## src/rtl/baro_pkg.sv

```systemverilog
// Shared types and constants for the barometric compensation pipeline.
// Used by every module under rtl/; no dependencies.
package baro_pkg;

    localparam int DT_W   = 25;
    localparam int TEMP_W = 21;
    localparam int WIDE_W = 41;
    localparam int T2_W   = 17;
    localparam int SQ_W   = 36;
    localparam int CORR_W = 40;
    localparam int X_W    = 46;
    localparam int P_W    = 31;

    localparam int TEMP_REF  = 2000;
    localparam int TEMP_VLOW = -1500;
    localparam int TEMP_MIN  = -4000;
    localparam int TEMP_MAX  = 8500;
    localparam int PRES_MIN  = 1000;
    localparam int PRES_MAX  = 120000;

    localparam int PIPE_LAT = 11;

    typedef enum logic [2:0] {
        REG_C1     = 3'd0,
        REG_C2     = 3'd1,
        REG_C3     = 3'd2,
        REG_C4     = 3'd3,
        REG_C5     = 3'd4,
        REG_C6     = 3'd5,
        REG_SO_EN  = 3'd6
    } t_reg_idx;

    typedef struct packed {
        logic [23:0] raw_pressure;
        logic [23:0] raw_temperature;
    } t_in_word;

    typedef struct packed {
        logic signed [14:0] temperature_centi;
        logic [16:0]        pressure_centi;
        logic               saturated;
    } t_out_word;

    typedef struct packed {
        logic [15:0] c1_pressure_sensitivity;
        logic [15:0] c2_pressure_offset;
        logic [15:0] c3_sens_temp_coeff;
        logic [15:0] c4_offset_temp_coeff;
        logic [15:0] c5_reference_temp;
        logic [15:0] c6_temp_coeff;
        logic        second_order_enable;
    } t_cfg;

    typedef struct packed {
        logic [23:0]              d1;
        logic signed [TEMP_W-1:0] temp;
        logic signed [WIDE_W-1:0] off;
        logic signed [WIDE_W-1:0] sens;
        logic [T2_W-1:0]          t2;
    } t_coef_word;

    typedef struct packed {
        logic [23:0]              d1;
        logic signed [TEMP_W-1:0] temp;
        logic signed [WIDE_W-1:0] off;
        logic signed [WIDE_W-1:0] sens;
    } t_corr_word;

endpackage

```

## src/rtl/baro_coef.sv

```systemverilog
// First-order terms: dT, TEMP, OFF, SENS and T2, three register stages.
// Depends on baro_pkg.
module baro_coef (
    input  logic                  i_clk,
    input  logic                  i_rst_n,
    input  baro_pkg::t_cfg        i_cfg,
    input  logic                  i_valid,
    input  baro_pkg::t_in_word    i_word,
    output logic                  o_valid,
    output baro_pkg::t_coef_word  o_word
);
    import baro_pkg::*;

    logic                   r_v1, r_v2, r_v3;
    logic signed [DT_W-1:0] r_dt1, n_dt1;
    logic [23:0]            r_d1_1, r_d1_2;

    logic signed [16:0]     w_c3, w_c4, w_c6;
    logic signed [41:0]     r_p6, r_p4, r_p3, n_p6, n_p4, n_p3;
    logic signed [49:0]     n_dd;
    logic [47:0]            r_dd;

    logic signed [41:0]     w_sh6, w_sh4, w_sh3, w_q6, w_q4, w_q3;
    logic                   w_c6r, w_c4r, w_c3r;
    t_coef_word             r_w3, n_w3;

    // stage 1
    always_comb begin
        n_dt1 = $signed({1'b0, i_word.raw_temperature})
              - $signed({1'b0, i_cfg.c5_reference_temp, 8'd0});
    end

    always_ff @(posedge i_clk) begin
        if (!i_rst_n) begin
            r_v1 <= 1'b0;
        end else begin
            r_v1 <= i_valid;
        end
        r_dt1  <= n_dt1;
        r_d1_1 <= i_word.raw_pressure;
    end

    // stage 2: products
    always_comb begin
        w_c3 = $signed({1'b0, i_cfg.c3_sens_temp_coeff});
        w_c4 = $signed({1'b0, i_cfg.c4_offset_temp_coeff});
        w_c6 = $signed({1'b0, i_cfg.c6_temp_coeff});
        n_p6 = r_dt1 * w_c6;
        n_p4 = r_dt1 * w_c4;
        n_p3 = r_dt1 * w_c3;
        n_dd = r_dt1 * r_dt1;
    end

    always_ff @(posedge i_clk) begin
        if (!i_rst_n) begin
            r_v2 <= 1'b0;
        end else begin
            r_v2 <= r_v1;
        end
        r_p6   <= n_p6;
        r_p4   <= n_p4;
        r_p3   <= n_p3;
        r_dd   <= n_dd[47:0];
        r_d1_2 <= r_d1_1;
    end

    // stage 3: truncating shifts and offsets
    always_comb begin
        w_sh6 = r_p6 >>> 23;
        w_sh4 = r_p4 >>> 7;
        w_sh3 = r_p3 >>> 8;
        w_c6r = r_p6[41] && (|r_p6[22:0]);
        w_c4r = r_p4[41] && (|r_p4[6:0]);
        w_c3r = r_p3[41] && (|r_p3[7:0]);
        w_q6  = w_sh6 + $signed({1'b0, w_c6r});
        w_q4  = w_sh4 + $signed({1'b0, w_c4r});
        w_q3  = w_sh3 + $signed({1'b0, w_c3r});

        n_w3.d1   = r_d1_2;
        n_w3.temp = TEMP_W'(w_q6 + 42'(TEMP_REF));
        n_w3.off  = $signed({9'd0, i_cfg.c2_pressure_offset, 16'd0}) + WIDE_W'(w_q4);
        n_w3.sens = $signed({10'd0, i_cfg.c1_pressure_sensitivity, 15'd0}) + WIDE_W'(w_q3);
        n_w3.t2   = r_dd[47:31];
    end

    always_ff @(posedge i_clk) begin
        if (!i_rst_n) begin
            r_v3 <= 1'b0;
        end else begin
            r_v3 <= r_v2;
        end
        r_w3 <= n_w3;
    end

    assign o_valid = r_v3;
    assign o_word  = r_w3;

endmodule

```

## config.mk

```make
export PLATFORM = sky130hd
export DESIGN_NAME = baro_coef
export DESIGN_NICKNAME = d
export VERILOG_FILES = /design/src/rtl/baro_pkg.sv /design/src/rtl/baro_coef.sv
export SDC_FILE = /design/constraint.sdc
export NUM_CORES = 2
export LEC_CHECK = 0
export BUFFER_PORTS_ARGS = -buffer_cell sky130_fd_sc_hd__buf_4
export CORE_ASPECT_RATIO = 0.7
export CORE_UTILIZATION = 50
export CTS_CLUSTER_SIZE = 28
export DETAILED_ROUTE_END_ITERATION = 8
export PLACE_DENSITY = 0.74
export SKIP_CTS_REPAIR_TIMING = 1
export SLEW_MARGIN = 10
export SYNTH_ARGS = -nofsm -noshare
export SYNTH_HDL_FRONTEND = slang
export SYNTH_SLANG_ARGS = --single-unit
export TNS_END_PERCENT = 30
```

## constraint.sdc

```tcl
create_clock -name i_clk -period 7.8 [get_ports i_clk]
set_input_delay 0.39 -clock i_clk [delete_from_list [all_inputs] [get_ports i_clk]]
set_output_delay 0.39 -clock i_clk [all_outputs]
set_load 0.01 [all_outputs]
```

==> results.json <==
{
  "drv_cap": 0,
  "syn-num-nets": 10094,
  "period_share_pct": 95.55,
  "async_flop_share_pct": 0,
  "crit_fanout": 13,
  "routed-via-count": 50354,
  "met2_usage_pct": 39.90,
  "firstDrtPassIters": 6,
  "yosysUniqueCellTypes": 78,
  "clk_pin_slew_ps": 70,
  "initial_core_util_pct": 50.54,
  "status": "finished, final reports clean",
  "final_common_cell": "inv_1",
  "start_kind": "register",
  "cts_tree": "yes",
  "place.gp.congestion": 0.9172,
  "holdWs_ps": 35.54,
  "crit_required_ps": 8370,
  "worstSkewPairLatency_ps": 650,
  "met1_usage_pct": 34.19,
  "cts_sinks": 354,
  "maxSlewHeadroom_pct": 42.77,
  "yosys_register_bits": 354,
  "syn_area_um2": 72480,
  "synthFlopType": "dfxtp_1",
  "yosysWarnings": 0,
  "clock-root-buffer": "clkbuf_16",
  "slew_violations": 0,
  "fmax_mhz": 134.2,
  "wl_per_cell_um": 18.03,
  "grt_busiest_layer": "met2",
  "die_area_um2": 146500,
  "drive_gt1_share_pct": 6.668,
  "hold_path.class": "input pin to register",
  "ys_seq_area_share_pct": 9.778,
  "area_growth_pct": 8.110,
  "fin_nets": 10236,
  "grt_overflow": 0,
  "setup_tns_ps": 0,
  "timing.setup.critical_path_class": "register to register",
  "post-route-min-period_ps": 7453,
  "crit_start": "r_dt1[2]",
  "portBuffers": 291,
  "clock_skew_ps": 38.31,
  "drcViolationCount": 0,
  "use_met3_pct": 5.673,
  "synthCells": 7672,
  "grt_usage_pct": 25.01,
  "grt_antenna_before_repair": 11,
  "drt-initial-drc-count": 3240,
  "row_count": 116,
  "synth_edf_count": 0,
  "wirelength_um": 175600,
  "grt_max_degree": 63,
  "final_antenna_net_count": 0,
  "clk_path_buf_depth": 3,
  "fin_util_pct": 54.64,
  "hold_violations": 0,
  "viasPerCell": 5.170,
  "critPathCaptureType": "register",
  "worstPathArrival_ps": 8030,
  "grt_pass1_vias": 55269,
  "hold_start": "i_cfg[17]",
  "worst_pin_slew_ps": 856.0,
  "rsz0062_at_grt": "no",
  "die_w_um": 457.1,
  "htreeDepth": 2,
  "core_um2": 143400,
  "grt_pass1_wl_um": 291400,
  "pin_count": 293,
  "die_y_um": 320.5,
  "setup_viol": 0,
  "avgSynthCellArea_um2": 9.447,
  "most-common-layout-cells": "inv_1 (2017), fa_1 (1764), nand2_1 (986)",
  "cts_made_buffers": 40,
  "place_hpwl_um": 140900,
  "r2r-start": "r_dt1[2]"
}
through the flow:
| step | setup WS [ps] | instance area (µm²) | cells |
|---|---|---|---|
| 2_1_floorplan | 784.6 | 72480 | 7672 |
| 3_3_place_gp | 394.9 | 76600 | 9625 |
| 3_5_place_dp | 201.3 | 76600 | 9625 |
| 4_1_cts | 170.6 | 77970 | 9697 |
| 5_1_grt | 26.88 | 78350 | 9738 |
| 6_report | 346.9 | 78350 | 9739 |
sequential cells by signal, indices dropped and copies added, names as in the netlist:
signal   cells
r_p4        42
r_dd        17
r_v2         1
r_d1_2      24
r_p3        42
o_valid      1
r_d1_1      24
r_v1         1
r_p6        42
r_dt1       25
o_word     135
synthesized netlist by cell type, drive strengths merged, types with 5 or more instances:
cell type	count	area share, %
inv	2017	10
fa	1764	49
nand2	986	5.1
and2	615	5.3
ha	510	8.8
dfxtp	354	9.8
clkbuf	315	1.6
xnor2	191	2.3
a21oi	153	1.1
nor2	139	0.72
o21ai	82	0.58
a21o	77	0.80
xor2	59	0.71
nand3	42	0.29
nor2b	38	0.33
nand2b	30	0.26
nor3	30	0.21
o21a	26	0.27
nand4	23	0.20
a211oi	20	0.21
a31oi	19	0.18
and3	19	0.17
o21bai	17	0.18
nor4	15	0.13
buf	12	0.11
o211ai	11	0.11
and4	10	0.12
a21boi	9	0.098
or3	9	0.085
a41oi	8	0.12
or2	8	0.069
o2111ai	7	0.085
o31ai	7	0.12
a211o	5	0.060
final cells by class:
class / count / area, µm²
multi-input cells: 4974 / 56560
inverters: 2017 / 7571
clock inverters: 24 / 285.3
flip-flops and latches: 354 / 7131
well taps: 1888 / 2362
diodes: 7 / 17.52
repair buffers: 427 / 3347
clock buffers: 48 / 1081
fillers: 12340 / 65040
worst paths after layout:
kind,to,slack (ps),cells after the start
max,r_dd[47],350,23
max reg2reg,r_dd[47],350,23
min reg2reg,r_d1_2[15],320,0
min,r_dt1[8],40,3
metal layers:
| metal | share of wire, % | vias to the layer above |
|---|---|---|
| li1 | - | 22442 |
| met1 | 42 | 25510 |
| met2 | 46 | 2108 |
| met3 | 9.3 | 290 |
| met4 | 2.8 | 4 |
| met5 | 0.011 | - |
worst max-delay path, stage by stage, from the launching register on:
cell and delay (ps):
dfxtp_2 640, and2_1 270, fa_1 590, fa_1 650, inv_1 210, fa_1 550
inv_1 60, fa_1 490, fa_1 530, fa_1 500, inv_1 50, fa_1 480
inv_1 40, ha_1 340, a41o_1 310, a21oi_1 160, nor2b_1 90, a221oi_1 300
o31ai_1 120, buf_4 170, nand2_1 140, nor2_1 80, a2111oi_2 410, xnor2_1 160
cells by family after synthesis:
logic type	synth area share [%]
compound gates	4.382
xor+xnor	3.021
fa+ha+maj	57.53
buf+inv	12.19
flops	9.778
mux	0.02762
simple gates	13.07
Power is left out: the tool's default activity adds up to more than one toggle a clock period on the data nets, which glitch-free logic cannot reach.
