--- config.mk ---
export PLATFORM = sky130hd
export DESIGN_NAME = baro_corr
export DESIGN_NICKNAME = d
export VERILOG_FILES = /design/src/rtl/baro_pkg.sv /design/src/rtl/baro_corr.sv
export SDC_FILE = /design/constraint.sdc
export NUM_CORES = 2
export LEC_CHECK = 0
export ABC_AREA = 1
export BUFFER_PORTS_ARGS = -buffer_cell sky130_fd_sc_hd__buf_2
export CAP_MARGIN = 20
export CORE_MARGIN = 4
export CORE_UTILIZATION = 30
export CTS_CLUSTER_DIAMETER = 150
export DETAILED_ROUTE_END_ITERATION = 7
export SLEW_MARGIN = 5
export SYNTH_ARGS = -nofsm -noshare
export SYNTH_HDL_FRONTEND = slang
export SYNTH_SLANG_ARGS = --single-unit
export TNS_END_PERCENT = 1
--- constraint.sdc ---
create_clock -name i_clk -period 8.4 [get_ports i_clk]
set_input_delay 0.84 -clock i_clk [delete_from_list [all_inputs] [get_ports i_clk]]
set_output_delay 0.84 -clock i_clk [all_outputs]
set_load 0.02 [all_outputs]
--- src/rtl/baro_pkg.sv ---
// Shared types and constants for the barometric compensation pipeline.
// Used by every module under rtl/; no dependencies.
package baro_pkg;

    localparam int DT_W   = 25;
    localparam int TEMP_W = 21;
    localparam int WIDE_W = 41;
    localparam int T2_W   = 17;
    localparam int SQ_W   = 36;
    localparam int CORR_W = 40;
    localparam int X_W    = 46;
    localparam int P_W    = 31;

    localparam int TEMP_REF  = 2000;
    localparam int TEMP_VLOW = -1500;
    localparam int TEMP_MIN  = -4000;
    localparam int TEMP_MAX  = 8500;
    localparam int PRES_MIN  = 1000;
    localparam int PRES_MAX  = 120000;

    localparam int PIPE_LAT = 11;

    typedef enum logic [2:0] {
        REG_C1     = 3'd0,
        REG_C2     = 3'd1,
        REG_C3     = 3'd2,
        REG_C4     = 3'd3,
        REG_C5     = 3'd4,
        REG_C6     = 3'd5,
        REG_SO_EN  = 3'd6
    } t_reg_idx;

    typedef struct packed {
        logic [23:0] raw_pressure;
        logic [23:0] raw_temperature;
    } t_in_word;

    typedef struct packed {
        logic signed [14:0] temperature_centi;
        logic [16:0]        pressure_centi;
        logic               saturated;
    } t_out_word;

    typedef struct packed {
        logic [15:0] c1_pressure_sensitivity;
        logic [15:0] c2_pressure_offset;
        logic [15:0] c3_sens_temp_coeff;
        logic [15:0] c4_offset_temp_coeff;
        logic [15:0] c5_reference_temp;
        logic [15:0] c6_temp_coeff;
        logic        second_order_enable;
    } t_cfg;

    typedef struct packed {
        logic [23:0]              d1;
        logic signed [TEMP_W-1:0] temp;
        logic signed [WIDE_W-1:0] off;
        logic signed [WIDE_W-1:0] sens;
        logic [T2_W-1:0]          t2;
    } t_coef_word;

    typedef struct packed {
        logic [23:0]              d1;
        logic signed [TEMP_W-1:0] temp;
        logic signed [WIDE_W-1:0] off;
        logic signed [WIDE_W-1:0] sens;
    } t_corr_word;

endpackage

--- src/rtl/baro_corr.sv ---
// Second-order low-temperature correction, three register stages.
// Depends on baro_pkg.
module baro_corr (
    input  logic                  i_clk,
    input  logic                  i_rst_n,
    input  logic                  i_so_en,
    input  logic                  i_valid,
    input  baro_pkg::t_coef_word  i_word,
    output logic                  o_valid,
    output baro_pkg::t_corr_word  o_word
);
    import baro_pkg::*;

    logic                     r_v4, r_v5, r_v6;
    logic signed [TEMP_W-1:0] w_a, w_b;
    logic signed [2*TEMP_W-1:0] w_aa, w_bb;
    logic [SQ_W-1:0]          r_aa, r_bb;
    logic                     r_low4, r_vlow4, r_low5;
    t_coef_word               r_w4, r_w5;

    logic [CORR_W-1:0]        w_aa5, w_bb7, w_bb11;
    logic [CORR_W-1:0]        r_off2, r_sens2, n_off2, n_sens2;
    t_corr_word               r_w6, n_w6;

    // stage 4: squares and range flags
    always_comb begin
        w_a  = i_word.temp - TEMP_W'(TEMP_REF);
        w_b  = i_word.temp - TEMP_W'(TEMP_VLOW);
        w_aa = w_a * w_a;
        w_bb = w_b * w_b;
    end

    always_ff @(posedge i_clk) begin
        if (!i_rst_n) begin
            r_v4 <= 1'b0;
        end else begin
            r_v4 <= i_valid;
        end
        r_aa    <= w_aa[SQ_W-1:0];
        r_bb    <= w_bb[SQ_W-1:0];
        r_low4  <= i_so_en && (i_word.temp < TEMP_REF);
        r_vlow4 <= i_word.temp < TEMP_VLOW;
        r_w4    <= i_word;
    end

    // stage 5: OFF2 and SENS2
    always_comb begin
        w_aa5  = (CORR_W'(r_aa) << 2) + CORR_W'(r_aa);
        w_bb7  = (CORR_W'(r_bb) << 3) - CORR_W'(r_bb);
        w_bb11 = (CORR_W'(r_bb) << 3) + (CORR_W'(r_bb) << 1) + CORR_W'(r_bb);
        n_off2  = (w_aa5 >> 1) + (r_vlow4 ? w_bb7 : '0);
        n_sens2 = (w_aa5 >> 2) + (r_vlow4 ? (w_bb11 >> 1) : '0);
        if (!r_low4) begin
            n_off2  = '0;
            n_sens2 = '0;
        end
    end

    always_ff @(posedge i_clk) begin
        if (!i_rst_n) begin
            r_v5 <= 1'b0;
        end else begin
            r_v5 <= r_v4;
        end
        r_off2  <= n_off2;
        r_sens2 <= n_sens2;
        r_low5  <= r_low4;
        r_w5    <= r_w4;
    end

    // stage 6: apply
    always_comb begin
        n_w6.d1   = r_w5.d1;
        n_w6.temp = r_w5.temp - (r_low5 ? $signed({4'd0, r_w5.t2}) : '0);
        n_w6.off  = r_w5.off - $signed({1'b0, r_off2});
        n_w6.sens = r_w5.sens - $signed({1'b0, r_sens2});
    end

    always_ff @(posedge i_clk) begin
        if (!i_rst_n) begin
            r_v6 <= 1'b0;
        end else begin
            r_v6 <= r_v5;
        end
        r_w6 <= n_w6;
    end

    assign o_valid = r_v6;
    assign o_word  = r_w6;

endmodule

==> results.yml <==
yosys:
  synth-edff-count: 0
  synth.ff_latch_count: 567
  synth_compound_area_share_pct: 10.4
  ys_types: 60
  avgSynthCellArea_um2: 7.90
  ys_seq_area_share_pct: 19.8
  synth_top_family_by_area: "adder cells"
  yosys-mux-area-fraction_pct: 0
  yosysWarnings: 0
  synth_fa_ha_area_share_pct: 37.6
  synth_simple_gate_area_share_pct: 17.4
  synthArstFlopShare_pct: 0
  synth_ff_type: "dfxtp_1"
  synthCells: 7240
  synth_xor_area_share_pct: 3.68
  syn_area_um2: 57200
place:
  dpl.hpwl_um: 161000
  place_congestion: 0.996
  portBuffers: 275
clock_network:
  cts_hold_buffers: 0
  cts_root_buf: "clkbuf_16"
  cts_buffer_depth: 3
  ctsResizeCount: 0
  cts.clk_slew.worst_paths_ns: 0.06
  cts_tree: "built"
  cts-htree-levels: 2
  cts_setup_buffers: 0
  clock_sinks: 567
  numCtsBuffers: 60
  clk_latency_ns: 0.71
layout:
  area_delta_synth_final_pct: 12.0
  final_cell_mix: "inv_1, nand2_1, nor2_1"
  final_common_cell: "inv_1"
  final_layout_size_suffix_gt1_share_pct: 7.17
  nets: 8986
  n_fill_cell: 20118
global_route:
  grt_pass1_vias: 49353
  grt_max_degree: 55
  grt.total_usage_pct: 18.4
  overflow: 0
  grt_pass1_wl_um: 285000
  grt_antenna_before_repair: 11
setup_path:
  critPathCaptureType: "flip-flop"
  cpMostUsedCell: "fa_1"
  worstPathArrival_ns: 8.22
  slowest_delay_ns: 0.61
  critPathMaxFanout: 15
  cpMaxStageDelayCell: "fa_1"
  cp.required_ns: 9.04
  ff2ff_setup_slack_ns: 2.67
  ff2ff_path_depth: 23
  crit_type: "in -> reg"
  start_kind: "input port"
  r2r-start: "r_bb[4]"
  r2r-end: "r_sens2[35]"
route:
  routed_wl_um: 185000
  drtPass1Iterations: 6
  route.detailed.drc: 0
  antenna_left: 0
  vias_per_cell: 4.74
  drt-wirelength-per-cell_um: 18.3
  dr.first_iter.drc_count: 3608
  vias: 48108
sta:
  period_minus_slack_ns: 7.58
  hold_viol_final: 0
  rsz0062_at_grt: "no"
  drv_slew: 0
  slew_headroom_pct: 30.2
  skew_ns: 0.0466
  fmax_ghz: 0.132
  setup_violations: 0
  final.setup.tns_ns: 0
  worst_pin_slew_ns: 1.04
  period_share_pct: 90.3
hold_path:
  holdPathStages: 1
  hp-start: "i_word[84]"
  hold_class: "in -> reg"
  min_to: "r_w4[84]"
run:
  cap_violations: 0
floorplanning:
  die_area_um2: 198000
  dieWidth_um: 445
  fp.coreArea_um2: 190000
  row_count: 160
  die_h_um: 445
  initial_utilization_pct: 30.1
  ios: 276
status:
  status: "finished clean"
synthesized netlist by cell type, types with 13 or more instances:
| library cell | number | share of area, % |
|---|---|---|
| a21boi_0 | 18 | 0.24 |
| a21o_1 | 52 | 0.68 |
| a21oi_1 | 488 | 4.3 |
| a31oi_1 | 65 | 0.71 |
| buf_2 | 18 | 0.16 |
| clkbuf_1 | 52 | 0.34 |
| dfxtp_1 | 567 | 20 |
| fa_1 | 766 | 27 |
| ha_1 | 493 | 11 |
| inv_1 | 1566 | 10 |
| inv_2 | 13 | 0.085 |
| nand2_1 | 1214 | 8.0 |
| nand2_2 | 13 | 0.14 |
| nand3_1 | 197 | 1.7 |
| nand4_1 | 37 | 0.40 |
| nor2_1 | 827 | 5.4 |
| nor2_2 | 13 | 0.14 |
| nor3_1 | 64 | 0.56 |
| nor4_1 | 24 | 0.26 |
| o21a_1 | 26 | 0.34 |
| o21ai_0 | 313 | 2.7 |
| o21bai_1 | 60 | 0.79 |
| xnor2_1 | 78 | 1.2 |
| xor2_1 | 154 | 2.4 |
kinds of logic after synthesis:
| logic type | after synthesis |
|---|---|
| adder cells (fa/ha/maj) | 1259 |
| AO/OA/AOI/OAI | 1065 |
| buffers and inverters | 1670 |
| AND/OR/NAND/NOR | 2442 |
| other | 1 |
| XOR/XNOR | 236 |
| flip-flops | 567 |
per-layer routing:
metal  vias to the layer above  wire (um)  track usage, %
met4                         0       7880            7.03
met5                         -          0               0
li1                      23036          -               -
met2                      1578      87200            31.4
met1                     23191      79900            23.9
met3                       303      10500            2.24
how the worst max path moves through the flow:
stage               cells past startpoint  endpoint  slack [ns]   startpoint
CTS                                    34  r_aa[34]        0.84  i_word[103]
finish                                 34  r_aa[34]        0.82  i_word[103]
global route                           36  r_aa[33]        0.27  i_word[103]
global placement                       31  r_aa[35]        0.23  i_word[103]
detailed placement                     34  r_aa[34]        0.10  i_word[103]
floorplan                              40  r_bb[35]        0.32  i_word[101]
worst max-delay path, delay by kind of cell:
family                     cells  cell delay [ns]
and+or+nand+nor               15             2.10
xor gates and xnor gates       1             0.15
AOI/OAI and AO/OA              1             0.19
adders and majority gates      9             4.40
buffers and inverters          8             0.53
cell type report:
| type | count | area (um2) | share of cell area (%) |
|---|---|---|---|
| Clock buffer | 74 | 1630 | 2.55 |
| Multi-Input combinational cell | 5004 | 39500 | 61.7 |
| Clock inverter | 39 | 455 | 0.711 |
| Timing Repair Buffer | 360 | 2010 | 3.14 |
| Tap cell | 2511 | 3140 | 4.90 |
| Antenna cell | 3 | 7.51 | 0.0117 |
| Sequential cell | 567 | 11400 | 17.7 |
| Inverter | 1586 | 5960 | 9.30 |
flip-flops by register name, indices dropped and copies added (netlist names):
register / count
r_w4: 144
o_word: 127
r_w5: 120
r_off2: 40
r_sens2: 39
r_bb: 34
r_aa: 33
n_w6: 24
o_valid: 1
r_low4: 1
r_low5: 1
r_v4: 1
r_v5: 1
r_vlow4: 1
stage by stage:
stage                     instances  instance area, um2  hold slack (ns)  utilization, %  worst slack, ns
after floorplan                7241               57200            0.310               -            0.323
after global placement        10028               62000            0.310            32.6            0.231
after detailed placement      10028               62000            0.312            32.6            0.103
after CTS                     10141               64100            0.174            33.7            0.839
after global routing          10141               64100            0.190            33.7            0.266
final                         10144               64100            0.231            33.7            0.818
Power is left out: the tool's default activity adds up to more than one toggle a clock period on the data nets, which glitch-free logic cannot reach.
