[src/rtl/baro_pkg.sv]
// Shared types and constants for the barometric compensation pipeline.
// Used by every module under rtl/; no dependencies.
package baro_pkg;

    localparam int DT_W   = 25;
    localparam int TEMP_W = 21;
    localparam int WIDE_W = 41;
    localparam int T2_W   = 17;
    localparam int SQ_W   = 36;
    localparam int CORR_W = 40;
    localparam int X_W    = 46;
    localparam int P_W    = 31;

    localparam int TEMP_REF  = 2000;
    localparam int TEMP_VLOW = -1500;
    localparam int TEMP_MIN  = -4000;
    localparam int TEMP_MAX  = 8500;
    localparam int PRES_MIN  = 1000;
    localparam int PRES_MAX  = 120000;

    localparam int PIPE_LAT = 11;

    typedef enum logic [2:0] {
        REG_C1     = 3'd0,
        REG_C2     = 3'd1,
        REG_C3     = 3'd2,
        REG_C4     = 3'd3,
        REG_C5     = 3'd4,
        REG_C6     = 3'd5,
        REG_SO_EN  = 3'd6
    } t_reg_idx;

    typedef struct packed {
        logic [23:0] raw_pressure;
        logic [23:0] raw_temperature;
    } t_in_word;

    typedef struct packed {
        logic signed [14:0] temperature_centi;
        logic [16:0]        pressure_centi;
        logic               saturated;
    } t_out_word;

    typedef struct packed {
        logic [15:0] c1_pressure_sensitivity;
        logic [15:0] c2_pressure_offset;
        logic [15:0] c3_sens_temp_coeff;
        logic [15:0] c4_offset_temp_coeff;
        logic [15:0] c5_reference_temp;
        logic [15:0] c6_temp_coeff;
        logic        second_order_enable;
    } t_cfg;

    typedef struct packed {
        logic [23:0]              d1;
        logic signed [TEMP_W-1:0] temp;
        logic signed [WIDE_W-1:0] off;
        logic signed [WIDE_W-1:0] sens;
        logic [T2_W-1:0]          t2;
    } t_coef_word;

    typedef struct packed {
        logic [23:0]              d1;
        logic signed [TEMP_W-1:0] temp;
        logic signed [WIDE_W-1:0] off;
        logic signed [WIDE_W-1:0] sens;
    } t_corr_word;

endpackage

[src/rtl/baro_press.sv]
// Pressure: D1*SENS as two partial products, scaling, clamping; five stages.
// Depends on baro_pkg.
module baro_press (
    input  logic                  i_clk,
    input  logic                  i_rst_n,
    input  logic                  i_valid,
    input  baro_pkg::t_corr_word  i_word,
    output logic                  o_valid,
    output baro_pkg::t_out_word   o_word
);
    import baro_pkg::*;

    logic                     r_v7, r_v8, r_v9, r_v10, r_v11;
    logic signed [TEMP_W-1:0] r_t7, r_t8, r_t9, r_t10;
    logic signed [WIDE_W-1:0] r_off7, r_off8;

    logic [43:0]              r_lo, n_lo;
    logic signed [45:0]       r_hi, n_hi;
    logic signed [65:0]       w_hi_ext, r_prod, n_prod;

    logic signed [65:0]       w_sh21;
    logic                     w_c21;
    logic signed [X_W-1:0]    r_x, n_x;

    logic signed [X_W-1:0]    w_sh15;
    logic                     w_c15;
    logic signed [P_W-1:0]    r_p, n_p;

    logic signed [TEMP_W-1:0] w_tc;
    logic signed [P_W-1:0]    w_pc;
    logic                     w_sat;
    t_out_word                r_out, n_out;

    // stage 7: partial products
    always_comb begin
        n_lo = i_word.d1 * i_word.sens[19:0];
        n_hi = $signed({1'b0, i_word.d1}) * $signed(i_word.sens[WIDE_W-1:20]);
    end

    always_ff @(posedge i_clk) begin
        if (!i_rst_n) begin
            r_v7 <= 1'b0;
        end else begin
            r_v7 <= i_valid;
        end
        r_lo   <= n_lo;
        r_hi   <= n_hi;
        r_t7   <= i_word.temp;
        r_off7 <= i_word.off;
    end

    // stage 8: combine
    always_comb begin
        w_hi_ext = 66'(r_hi);
        n_prod   = (w_hi_ext <<< 20) + $signed({22'd0, r_lo});
    end

    always_ff @(posedge i_clk) begin
        if (!i_rst_n) begin
            r_v8 <= 1'b0;
        end else begin
            r_v8 <= r_v7;
        end
        r_prod <= n_prod;
        r_t8   <= r_t7;
        r_off8 <= r_off7;
    end

    // stage 9: /2^21 toward zero, minus OFF
    always_comb begin
        w_sh21 = r_prod >>> 21;
        w_c21  = r_prod[65] && (|r_prod[20:0]);
        n_x    = X_W'(w_sh21) + $signed({1'b0, w_c21}) - X_W'(r_off8);
    end

    always_ff @(posedge i_clk) begin
        if (!i_rst_n) begin
            r_v9 <= 1'b0;
        end else begin
            r_v9 <= r_v8;
        end
        r_x  <= n_x;
        r_t9 <= r_t8;
    end

    // stage 10: /2^15 toward zero
    always_comb begin
        w_sh15 = r_x >>> 15;
        w_c15  = r_x[X_W-1] && (|r_x[14:0]);
        n_p    = P_W'(w_sh15) + $signed({1'b0, w_c15});
    end

    always_ff @(posedge i_clk) begin
        if (!i_rst_n) begin
            r_v10 <= 1'b0;
        end else begin
            r_v10 <= r_v9;
        end
        r_p   <= n_p;
        r_t10 <= r_t9;
    end

    // stage 11: clamp
    always_comb begin
        w_sat = 1'b0;
        w_tc  = r_t10;
        w_pc  = r_p;
        if (r_t10 < TEMP_MIN) begin
            w_tc  = TEMP_W'(TEMP_MIN);
            w_sat = 1'b1;
        end else if (r_t10 > TEMP_MAX) begin
            w_tc  = TEMP_W'(TEMP_MAX);
            w_sat = 1'b1;
        end
        if (r_p < PRES_MIN) begin
            w_pc  = P_W'(PRES_MIN);
            w_sat = 1'b1;
        end else if (r_p > PRES_MAX) begin
            w_pc  = P_W'(PRES_MAX);
            w_sat = 1'b1;
        end
        n_out.temperature_centi = w_tc[14:0];
        n_out.pressure_centi    = w_pc[16:0];
        n_out.saturated         = w_sat;
    end

    always_ff @(posedge i_clk) begin
        if (!i_rst_n) begin
            r_v11 <= 1'b0;
        end else begin
            r_v11 <= r_v10;
        end
        r_out <= n_out;
    end

    assign o_valid = r_v11;
    assign o_word  = r_out;

endmodule

[config.mk]
export PLATFORM = sky130hd
export DESIGN_NAME = baro_press
export DESIGN_NICKNAME = d
export VERILOG_FILES = /design/src/rtl/baro_pkg.sv /design/src/rtl/baro_press.sv
export SDC_FILE = /design/constraint.sdc
export NUM_CORES = 2
export LEC_CHECK = 0
export BUFFER_PORTS_ARGS = -buffer_cell sky130_fd_sc_hd__clkbuf_2
export CAP_MARGIN = 20
export CORE_UTILIZATION = 55
export DETAILED_ROUTE_END_ITERATION = 8
export PLACE_DENSITY = 0.72
export SETUP_SLACK_MARGIN = 0.15
export SKIP_LAST_GASP = 1
export SLEW_MARGIN = 20
export SYNTH_ARGS = -nofsm -noshare
export SYNTH_HDL_FRONTEND = slang
export SYNTH_SLANG_ARGS = --single-unit
[constraint.sdc]
create_clock -name i_clk -period 7.4 [get_ports i_clk]
set_input_delay 0 -clock i_clk [delete_from_list [all_inputs] [get_ports i_clk]]
set_output_delay 0 -clock i_clk [all_outputs]
set_load 0.02 [all_outputs]
==> summary.txt <==
Synth
  – Ys flop type: dfxtp_1
  – Ranking of synthesized cells by area: fa_1 34%, dfxtp_1 18%, ha_1 12%, inv_1 7.8%, and2_1 5.9%
  – Avg Cell Area, Syn: between 9 and 10 um2
  – Cell area after synthesis: 47400 um2
  – Post-synthesis sequential area ratio: 18.4%
  – Yosys reg bits: 437
  – Synth cell types: 77
  – Most frequent cell after synthesis: inv_1
  – Post-Synthesis Cells: 5057
  – FFs w/ async S/R, synth: 0%
  – Synth top cells by count: 990 x inv_1, 810 x fa_1, 663 x nand2_1, 453 x ha_1, 446 x and2_1
  – Ys Warns: 0
  – Post-synth EDFFs: 0
  – Syn_nets: 6450
  – Top cell type's share of synthesized area: 34.2%
  – Largest area contributor in the netlist: fa_1

Route
  – # DRC: 0
  – Average routed wire per standard cell: 18.7 um
  – Final ANT Viol Nets: 0
  – Drt pass-1 iters: 5
  – Vias per std cell: 5.35
  – DRT Wirelength: 119 mm
  – Vias after detailed routing: roughly 34000
  – Initial DRC count: roughly 2100

Floorplanning
  – # rows: 107
  – Starting Density: 55.6%
  – Die span in y: 296 um
  – Total core area: 85300 um2
  – Die Area: 87400 um2
  – Die X: 296 um
  – Ports: 164

STA
  – Final worst slack: 0.601 ns
  – Least-Margin Pin Slew: 0.884 ns
  – Final period demand of the worst path: 6.80 ns
  – Max Slew Vio Count: 0
  – Worst Clk Skew: 0.0191 ns
  – Setup Total Neg Slack: 0 ns
  – Hold Fails Final Rpt: 0
  – RSZ-0062 raised after global routing: false
  – Setup violators final: 0
  – Fmax: 147 MHz
  – Worst slew margin: 40.6%
  – Period Utilization, post-route: 91.9%

Min path
  – Hold Path Class: input port to flop
  – Hold Path Depth: 2

GRT
  – Pin count of the biggest net entering global routing: 33
  – First-pass GRT wire length: between 150 and 200 mm
  – Vias in the first global route: 35990
  – GR Util All Layers: 28.2%
  – GRT overflow: 0
  – Initial antenna violation count: 4

Place
  – Worst slack at placement: 0.416 ns
  – Detailed Place HPWL: 95.3 mm
  – GPL Wtd Cong: 0.974
  – Placed Cells: 6237
  – Placed Area: 49600 um2
  – Port buffer count: 163

Worst setup path
  – CP endpoint kind: flop
  – CP Data Arrival Time: about 7.2 ns
  – Crit path buffers/inverters: 8
  – Worst reg-to-reg path cell count: 16
  – Crit-path slowest cell: dlygate4sd3_1
  – Most used cell, CP: fa_1
  – Crit-path leading delay family: adder cells
  – Delay of the slowest critical-path stage: ~0.6 ns
  – Max Fanout on Critical Path: 16
  – Crit path depth: 26
  – Critical Path Source Type: input port
  – Required @ worst endpoint: 7.83 ns
  – Setup CP Type: input port to flop

Cells and area
  – Fin area: 51600 um2
  – Synth-to-Final Area Change: 8.85%
  – Post-layout nets: roughly 6600
  – Share of cells above drive strength 1: 6.85%
  – Non-Filler Instances: 6376

CTS
  – CTS Buf Count: 40
  – Post-CTS Resized: 0
  – Clock root buffer master: clkbuf_16
  – CTS H-tree depth: 2
  – CTS tree: done
  – CTS max path bufs: 3
  – Worst-path clk slew: ~0.070 ns
  – Clock Latency Late Sink: between 0.5 and 0.6 ns
  – CTS Sinks: 437
  – Post-CTS setup buffers: 0

Outcome
  – Status: complete, no violations

Run
  – Max-Cap Viols: 0
## per-stage QoR
stage	hold slack, ns	utilization (%)
floorplan	0.0277	-
global placement	0.104	58.2
detailed placement	0.104	58.2
CTS	0.0332	60.5
global route	0.0816	60.5
finish	0.0660	60.5
## cell usage in the layout, fill, tap and decap left out, drive strengths merged, types with 4 or more instances in the layout
| cell | Yosys | layout |
|---|---|---|
| a211oi | 20 | 20 |
| a21boi | 7 | 7 |
| a21o | 107 | 107 |
| a21oi | 160 | 160 |
| a221oi | 4 | 4 |
| a311oi | 5 | 5 |
| a31oi | 15 | 15 |
| a41oi | 8 | 8 |
| and2 | 446 | 446 |
| and3 | 32 | 32 |
| and4 | 6 | 6 |
| buf | 7 | 91 |
| clkbuf | 211 | 208 |
| clkinv | 0 | 10 |
| clkinvlp | 0 | 5 |
| dfxtp | 437 | 437 |
| dlygate4sd3 | 0 | 66 |
| fa | 810 | 810 |
| ha | 453 | 453 |
| inv | 990 | 998 |
| nand2 | 663 | 663 |
| nand2b | 27 | 27 |
| nand3 | 49 | 49 |
| nand4 | 43 | 43 |
| nor2 | 88 | 88 |
| nor2b | 22 | 22 |
| nor3 | 25 | 25 |
| nor3b | 5 | 5 |
| nor4 | 18 | 18 |
| o211ai | 13 | 13 |
| o21a | 16 | 16 |
| o21ai | 75 | 75 |
| o21bai | 28 | 28 |
| o31a | 4 | 4 |
| o31ai | 14 | 14 |
| or2 | 7 | 7 |
| or3 | 6 | 6 |
| or4 | 5 | 5 |
| xnor2 | 139 | 139 |
| xor2 | 53 | 53 |
## logic make-up after synthesis
kind of cell | count (synthesis) | share of synthesized area [%]
flip-flops | 437 | 18.4
adder cells (fa/ha/maj) | 1263 | 46.1
buffers and inverters | 1208 | 9.60
XOR/XNOR | 192 | 3.55
AO/OA/AOI/OAI | 504 | 7.10
multiplexers | 1 | 0.0211
AND/OR/NAND/NOR | 1452 | 15.1
## per-layer routing
metal / share of wire (%) / vias up / track usage (%) / wire (um)
met5: 0.028 / - / 0 / 33
met4: 3.9 / 4 / 10.4 / 4620
met3: 8.7 / 251 / 5.57 / 10400
met2: 46 / 1302 / 46.6 / 55300
met1: 41 / 16791 / 36.7 / 48900
li1: - / 15744 / - / -
## flip-flops by register name, indices dropped and copies added, names as in the netlist
register  count
r_prod       66
r_hi         46
r_x          46
r_lo         44
r_off7       41
r_off8       41
o_word       33
r_p          31
r_t10        21
r_t7         21
r_t8         21
r_t9         21
o_valid       1
r_v10         1
r_v7          1
r_v8          1
r_v9          1
## layout make-up
type	count	area [um2]
well taps	1144	1430
inverters	990	3720
fillers	7320	33700
multi-input cells	3412	34100
clock inverters	26	312
clock buffers	45	1040
diodes	2	5.00
repair buffers	320	2250
flip-flops and latches	437	8750
## worst reg2reg max path, stage by stage, from the launching register on
cell,delay (ns)
dfxtp_1,0.29
or4_1,0.54
o41ai_1,0.44
ha_1,0.31
inv_1,0.07
ha_1,0.16
inv_1,0.05
fa_1,0.40
nor2b_1,0.15
o31a_1,0.20
o31ai_2,0.12
a21boi_0,0.35
o211ai_1,0.17
nand2_1,0.19
a211oi_2,0.13
o311ai_0,0.32
nor3b_1,0.29
## final timing paths
path	from	endpoint	slack, ns
worst max-delay path	i_word[20]	r_hi[45]	0.60
worst min-delay path	i_word[0]	r_lo[0]	0.07
worst max register to register	r_prod[1]	r_x[42]	3.10
worst min register to register	r_lo[7]	r_prod[7]	0.32
## repair_timing
item,CTS,global route
hold endpoints to repair,68,0
hold buffers,66,0
setup endpoints to repair,0,0
Power is left out: the tool's default activity adds up to more than one toggle a clock period on the data nets, which glitch-free logic cannot reach.
